==> src/sv/polyline_pen_convolution_defines.svh <==
// ---------------------------------------------------------------------------
// Polyline pen convolution assertion macros
// Shared concurrent assertion forms for the controller.
// ---------------------------------------------------------------------------
`ifndef POLYLINE_PEN_CONVOLUTION_DEFINES_SVH
`define POLYLINE_PEN_CONVOLUTION_DEFINES_SVH

// same-cycle implication
`define PPC_ASSERT_SAME(label, clk, rst, pre, post) \
   label: assert property (@(posedge clk) disable iff (rst) (pre) |-> (post)) \
      else $error("ppc assertion failed");

// next-cycle implication
`define PPC_ASSERT_NEXT(label, clk, rst, pre, post) \
   label: assert property (@(posedge clk) disable iff (rst) (pre) |=> (post)) \
      else $error("ppc assertion failed");

`endif

==> src/sv/ppc_pkg.sv <==
// ---------------------------------------------------------------------------
// Polyline pen convolution package
// Shared constants, command codes and controller/datapath interface types.
// ---------------------------------------------------------------------------
`timescale 1ns / 1ps

package ppc_pkg;

   localparam int PEN_POINTS_DEF    = 16;
   localparam int STROKE_POINTS_DEF = 64;

   localparam logic [1:0] CMD_LOAD_PEN    = 2'd0;
   localparam logic [1:0] CMD_LOAD_STROKE = 2'd1;
   localparam logic [1:0] CMD_PULL        = 2'd2;

   typedef struct packed {
      logic signed [15:0] x;
      logic signed [15:0] y;
   } point_type;

   typedef enum logic [3:0] {
      OP_NONE,
      OP_ACCEPT,
      OP_LM_RD_A,
      OP_LM_RD_B,
      OP_LM_NORM,
      OP_SCAN_RD,
      OP_SCAN_MUL,
      OP_SCAN_ACC,
      OP_INIT,
      OP_RD_CUR,
      OP_SUM,
      OP_RD_NEXT,
      OP_RD_PREV,
      OP_CROSS1,
      OP_CROSS2,
      OP_DECIDE
   } dp_op_type;

   typedef struct packed {
      dp_op_type op;
      logic      clear;
      logic      second;
      logic      cap_step;
      logic      turn;
      logic      emit;
      logic      mv;
      logic      fin;
   } dp_cmd_type;

   typedef struct packed {
      logic stroke_start;
      logic scan_last;
      logic s_at_goal;
      logic p_at_goal;
      logic backward;
   } dp_status_type;

endpackage

==> src/sv/ppc_ctrl.sv <==
// ---------------------------------------------------------------------------
// Polyline pen convolution controller
// Sequences loads, the leftmost-vertex searches and each outline pull.
// ---------------------------------------------------------------------------
`timescale 1ns / 1ps
`include "polyline_pen_convolution_defines.svh"

module ppc_ctrl (
   input  logic                   clock,
   input  logic                   reset,
   input  logic                   start,
   input  logic [1:0]             req_command,
   output logic                   busy,
   output ppc_pkg::dp_cmd_type    cmd,
   input  ppc_pkg::dp_status_type status
);

   typedef enum logic [16:0] {
      ST_IDLE     = 17'h00001,
      ST_LM_RDA   = 17'h00002,
      ST_LM_RDB   = 17'h00004,
      ST_LM_NORM  = 17'h00008,
      ST_SCAN_RD  = 17'h00010,
      ST_SCAN_MUL = 17'h00020,
      ST_SCAN_ACC = 17'h00040,
      ST_INIT     = 17'h00080,
      ST_RD_CUR   = 17'h00100,
      ST_SUM      = 17'h00200,
      ST_RD_NEXT  = 17'h00400,
      ST_RD_PREV  = 17'h00800,
      ST_CROSS1   = 17'h01000,
      ST_CROSS2   = 17'h02000,
      ST_DECIDE   = 17'h04000,
      ST_CAP_STEP = 17'h08000,
      ST_FIN      = 17'h10000
   } state_type;

   typedef enum logic [4:0] {
      PH_IDLE = 5'b00001,
      PH_MOVE = 5'b00010,
      PH_WALK = 5'b00100,
      PH_CAP  = 5'b01000,
      PH_DONE = 5'b10000
   } phase_type;

   state_type state_ff, state_in;
   phase_type phase_ff, phase_in;
   logic      second_ff, second_in;
   logic      accept;

   assign busy   = (state_ff != ST_IDLE);
   assign accept = start && !busy;

   always_comb begin
      state_in     = state_ff;
      phase_in     = phase_ff;
      second_in    = second_ff;
      cmd.op       = ppc_pkg::OP_NONE;
      cmd.clear    = 1'b0;
      cmd.second   = second_ff;
      cmd.cap_step = 1'b0;
      cmd.turn     = 1'b0;
      cmd.emit     = 1'b0;
      cmd.mv       = 1'b0;
      cmd.fin      = 1'b0;
      case (state_ff)
         ST_IDLE: begin
            if (accept) begin
               cmd.op    = ppc_pkg::OP_ACCEPT;
               cmd.clear = (phase_ff != PH_IDLE);
               if (req_command inside {ppc_pkg::CMD_LOAD_PEN, ppc_pkg::CMD_LOAD_STROKE}) begin
                  phase_in = PH_IDLE;
                  if (status.stroke_start) begin
                     second_in = 1'b0;
                     state_in  = ST_LM_RDA;
                  end
               end else if (req_command == ppc_pkg::CMD_PULL) begin
                  if (phase_ff inside {PH_MOVE, PH_WALK}) begin
                     state_in = ST_RD_CUR;
                  end else if (phase_ff == PH_CAP) begin
                     state_in = ST_CAP_STEP;
                  end
               end
            end
         end
         ST_LM_RDA: begin
            cmd.op   = ppc_pkg::OP_LM_RD_A;
            state_in = ST_LM_RDB;
         end
         ST_LM_RDB: begin
            cmd.op   = ppc_pkg::OP_LM_RD_B;
            state_in = ST_LM_NORM;
         end
         ST_LM_NORM: begin
            cmd.op   = ppc_pkg::OP_LM_NORM;
            state_in = ST_SCAN_RD;
         end
         ST_SCAN_RD: begin
            cmd.op   = ppc_pkg::OP_SCAN_RD;
            state_in = ST_SCAN_MUL;
         end
         ST_SCAN_MUL: begin
            cmd.op   = ppc_pkg::OP_SCAN_MUL;
            state_in = ST_SCAN_ACC;
         end
         ST_SCAN_ACC: begin
            cmd.op = ppc_pkg::OP_SCAN_ACC;
            if (!status.scan_last) begin
               state_in = ST_SCAN_RD;
            end else if (!second_ff) begin
               second_in = 1'b1;
               state_in  = ST_LM_RDA;
            end else begin
               state_in = ST_INIT;
            end
         end
         ST_INIT: begin
            cmd.op   = ppc_pkg::OP_INIT;
            phase_in = PH_MOVE;
            state_in = ST_IDLE;
         end
         ST_RD_CUR: begin
            cmd.op   = ppc_pkg::OP_RD_CUR;
            state_in = (phase_ff == PH_WALK) ? ST_RD_NEXT : ST_SUM;
         end
         ST_SUM: begin
            cmd.op   = ppc_pkg::OP_SUM;
            state_in = ST_FIN;
         end
         ST_RD_NEXT: begin
            cmd.op   = ppc_pkg::OP_RD_NEXT;
            state_in = ST_RD_PREV;
         end
         ST_RD_PREV: begin
            cmd.op   = ppc_pkg::OP_RD_PREV;
            state_in = ST_CROSS1;
         end
         ST_CROSS1: begin
            cmd.op   = ppc_pkg::OP_CROSS1;
            state_in = ST_CROSS2;
         end
         ST_CROSS2: begin
            cmd.op   = ppc_pkg::OP_CROSS2;
            state_in = ST_DECIDE;
         end
         ST_DECIDE: begin
            cmd.op   = ppc_pkg::OP_DECIDE;
            state_in = ST_FIN;
         end
         ST_CAP_STEP: begin
            cmd.cap_step = 1'b1;
            state_in     = ST_RD_CUR;
         end
         ST_FIN: begin
            cmd.emit = 1'b1;
            state_in = ST_IDLE;
            if (phase_ff == PH_MOVE) begin
               cmd.mv   = 1'b1;
               phase_in = PH_WALK;
            end else if (status.s_at_goal) begin
               if (!status.p_at_goal) begin
                  phase_in = PH_CAP;
               end else if (status.backward) begin
                  cmd.fin  = 1'b1;
                  phase_in = PH_DONE;
               end else begin
                  cmd.turn = 1'b1;
                  phase_in = PH_WALK;
               end
            end
         end
         default: begin
            state_in = ST_IDLE;
         end
      endcase
   end

   always_ff @(posedge clock) begin
      if (reset) begin
         state_ff  <= ST_IDLE;
         phase_ff  <= PH_IDLE;
         second_ff <= 1'b0;
      end else begin
         state_ff  <= state_in;
         phase_ff  <= phase_in;
         second_ff <= second_in;
      end
   end

   `PPC_ASSERT_NEXT(a_move_then_walk, clock, reset, cmd.mv, phase_ff == PH_WALK)
   `PPC_ASSERT_NEXT(a_fin_then_done, clock, reset, cmd.fin, phase_ff == PH_DONE && !busy)
   `PPC_ASSERT_NEXT(a_walk_pull_reads, clock, reset, accept && req_command == ppc_pkg::CMD_PULL && phase_ff == PH_WALK, state_ff == ST_RD_CUR)

endmodule

==> config.mk <==
export PLATFORM = sky130hd
export DESIGN_NAME = ppc_ctrl
export DESIGN_NICKNAME = d
export VERILOG_FILES = /design/src/sv/ppc_pkg.sv /design/src/sv/ppc_ctrl.sv
export VERILOG_INCLUDE_DIRS = /design/src /design/src/sv
export SDC_FILE = /design/constraint.sdc
export NUM_CORES = 1
export LEC_CHECK = 0
export ABC_AREA = 0
export BUFFER_PORTS_ARGS = -buffer_cell sky130_fd_sc_hd__buf_2
export CAP_MARGIN = 20
export CORE_ASPECT_RATIO = 2
export CORE_MARGIN = 1.5
export CORE_UTILIZATION = 44
export DETAILED_ROUTE_END_ITERATION = 7
export PLACE_DENSITY = 0.72
export SLEW_MARGIN = 40
export SYNTH_ARGS = -nofsm -noshare
export SYNTH_HDL_FRONTEND = slang
export SYNTH_SLANG_ARGS = --single-unit
==> constraint.sdc <==
create_clock -name clock -period 2.6 [get_ports clock]
set_input_delay 0.52 -clock clock [delete_from_list [all_inputs] [get_ports clock]]
set_output_delay 0.52 -clock clock [all_outputs]
set_load 0.005 [all_outputs]
==> impl_metrics.toml <==
[global_routing]
grt_pass1_vias = 1725
antenna_found_initial = 0
grt_overflow = 0
grtUsageTotal_pct = 26.4
grt_pass1_wl_mm = 7.38
grt_max_degree = 18

[power_and_ir_drop]
p_per_area_nw_per_um2 = 464
power.internal_uw = 659
vdd_drop_max_mv = 0.422
combPwrFrac_pct = 39.2
switching_power_uw = 304
clkPwrFrac_pct = 22.8
switching_share_pct = 31.5
pwr-share-seq_pct = 37.9
leakage_uw = 0.000830
finalPower_uw = 963

[timing]
holdWs_ns = 0.479
setup_viol = 11
fmax_mhz = 337
fin_skew_ns = 0.00791
period_share_pct = 114
setup_ws_ns = -0.364
worst_pin_slew_ns = 0.965
min_period_ns = 2.96
rsz0062_at_grt = "true"
slew_headroom_pct = 34.8
report.final.slew_viol_count = 0
final_hold_viol_count = 0

[logic_synthesis]
synth.most_common_cell = "dfxtp_1"
ys_seq_elements = 23
synth-xor-area-share_pct = 3.72
yosys_most_used_dff = "dfxtp_1"
syn-num-nets = 180
synth_top_area_cell = "dfxtp_1"
synth_top_family_by_area = "simple AND/OR/NAND/NOR gates"
synth_compound_area_share_pct = 13.6
yosysTopAreaCellShare_pct = 32.6
netlist_instances = 170
async_flop_share_pct = 0
synthAdderAreaFrac_pct = 0
yosysWarnings = 0
synth_area_leaders = "dfxtp_1, nor4_1, nor2_1, nand4b_1, nor4b_1"
synth_area_per_cell_um2 = 8.31
syn-cell-area_um2 = 1410
synth_edf_count = 0
yosysSeqAreaShare_pct = 32.6
yosys.cell_types.count = 49
synthMuxAreaShare_pct = 1.51
synthTopCellsByCount = "dfxtp_1, nor2_1, nor4_1"
yosys.area_share.simple_pct = 42.5

[place]
gp_congestion = 0.958
dp.cells = 239
io_buffers = 21
post-dp-hpwl_mm = 3.39
post_dp_cell_area_um2 = 1720

[floorplanning]
io_pins = 22
core_area_um2 = 3120
die_area_um2 = 3580
initial_utilization_pct = 45.3
fp.dieH_um = 83.1
dieWidth_um = 43.1
rows = 29

[critical_path]
cp_cell_sequence = "or4_4 > or4_4 > or4_4 > o21a_1 > o2111ai_2 > buf_2"
worst-path-buf-inv = 1
required_ns = 2.08
cp_slowest_cell = "or4_4"
worstPathArrival_ns = 2.44
path_class = "register to output pin"
critPathTopFamily = "simple AND/OR/NAND/NOR gates"
crit_top_cell = "or4_4"
slowest_delay_ns = 0.54
crit_fanout = 2
cp-end-kind = "output pin"
critPathLaunchType = "register"

[cts]
clk_pin_slew_ns = 0.08
worstSkewPairLatency_ns = 0.27
clock-root-buffer = "clkbuf_8"
h-tree-depth = 1
cts.path.max_buffers = 2
postCtsHoldBufs = 0
cts_tree = "done"
numCtsBuffers = 3
cts.sinks = 23

[routing]
drc = 0
viasPerCell = 6.32
detail_route.wl_per_cell_um = 18.9
first_iter_violations = 58
drt_first_pass_iters = 6
drtAntennaViolNets = 0
routed_wl_mm = 4.96
vias = 1657

[hold_path]
min_path_type = "register to register"

[finish]
final_core_util_pct = 66.5
layout.nets = 242
fillCellCount = 241
area_growth_pct = 46.9
layout.cells.non_filler = 262
n_antenna_cell = 0
drive_gt1_share_pct = 44.2
fin_area_um2 = 2070

[status]
violations = "negative setup slack"
status = "finished with violations"

[run]
drv_cap = 0
## per-stage QoR
stage | setup TNS, ns | setup slack [ns]
2_1_floorplan | -0.131 | -0.0742
3_3_place_gp | -0.0850 | -0.0430
3_5_place_dp | -0.352 | -0.117
4_1_cts | -2.33 | -0.356
5_1_grt | -3.13 | -0.412
6_report | -2.47 | -0.364
## area by class of cell
cell class | count | area (um2) | area share [%]
Multi-Input combinational cell | 130 | 1020 | 49.1
Timing Repair Buffer | 66 | 474 | 22.9
Sequential cell | 23 | 464 | 22.4
Clock buffer | 3 | 41.3 | 1.99
Tap cell | 31 | 38.8 | 1.87
Inverter | 8 | 32.5 | 1.57
Clock inverter | 1 | 5.00 | 0.241
## cell families after synthesis
logic type             count (synthesis)
buffers and inverters                 17
XOR/XNOR                               6
AO/OA/AOI/OAI                         26
AND/OR/NAND/NOR                       96
flip-flops                            23
multiplexers                           2
## worst min-delay path: stages, from the launching register on
cell     delay (ns)
dfxtp_1        0.34
nand3_1        0.07
nor2_1         0.04
## cell usage in the layout, fill, tap and decap left out, types with 6 or more instances in the layout
cell type | synthesis | routed
nor4_1 | 11 | 7
nand4b_1 | 6 | 6
a21oi_1 | 7 | 6
nand2_1 | 10 | 9
inv_1 | 7 | 6
nand2b_1 | 7 | 7
buf_2 | 2 | 21
or4_4 | 3 | 6
dfxtp_1 | 23 | 20
buf_4 | 1 | 40
nor4b_1 | 6 | 6
nor2_1 | 14 | 14
## final timing paths
| check | from | endpoint | slack (ns) | cells after the start |
|---|---|---|---|---|
| setup reg to reg | state_ff[15] | phase_ff[0] | 0.03 | 8 |
| hold / removal | second_ff | state_ff[7] | 0.48 | 2 |
| hold reg to reg | second_ff | state_ff[7] | 0.48 | 2 |
| setup / recovery | state_ff[15] | cmd[10] | -0.36 | 6 |
## layer usage
| metal | vias up | GRT usage, % | part of all wire, % |
|---|---|---|---|
| li1 | 769 | - | - |
| met1 | 775 | 25.8 | 34 |
| met2 | 86 | 46.4 | 55 |
| met3 | 27 | 4.13 | 4.6 |
| met4 | 0 | 20.1 | 6.3 |
| met5 | - | 0 | 0 |
## power groups by stage
stage          registers [uW]  clock network, uW  logic [uW]
6_report                  365                220         378
3_5_place_dp              371                  0         264
2_1_floorplan             375                  0         150
3_3_place_gp              370                  0         260
4_1_cts                   364                222         315
5_1_grt                   366                238         398
## registers in the layout, summed over array words and instances (netlist names)
register	flops
phase_ff	5
state_ff	17
second_ff	1
## timing repair
action                                 in CTS  in global routing
cloned                                      0                  0
setup buffers                               8                 12
resized for setup                          25                 15
setup endpoints to repair                  11                 13
pin swaps                                  12                 14
endpoints found under the hold margin       0                  0
No activity file was read; power rests on OpenSTA's default activity.
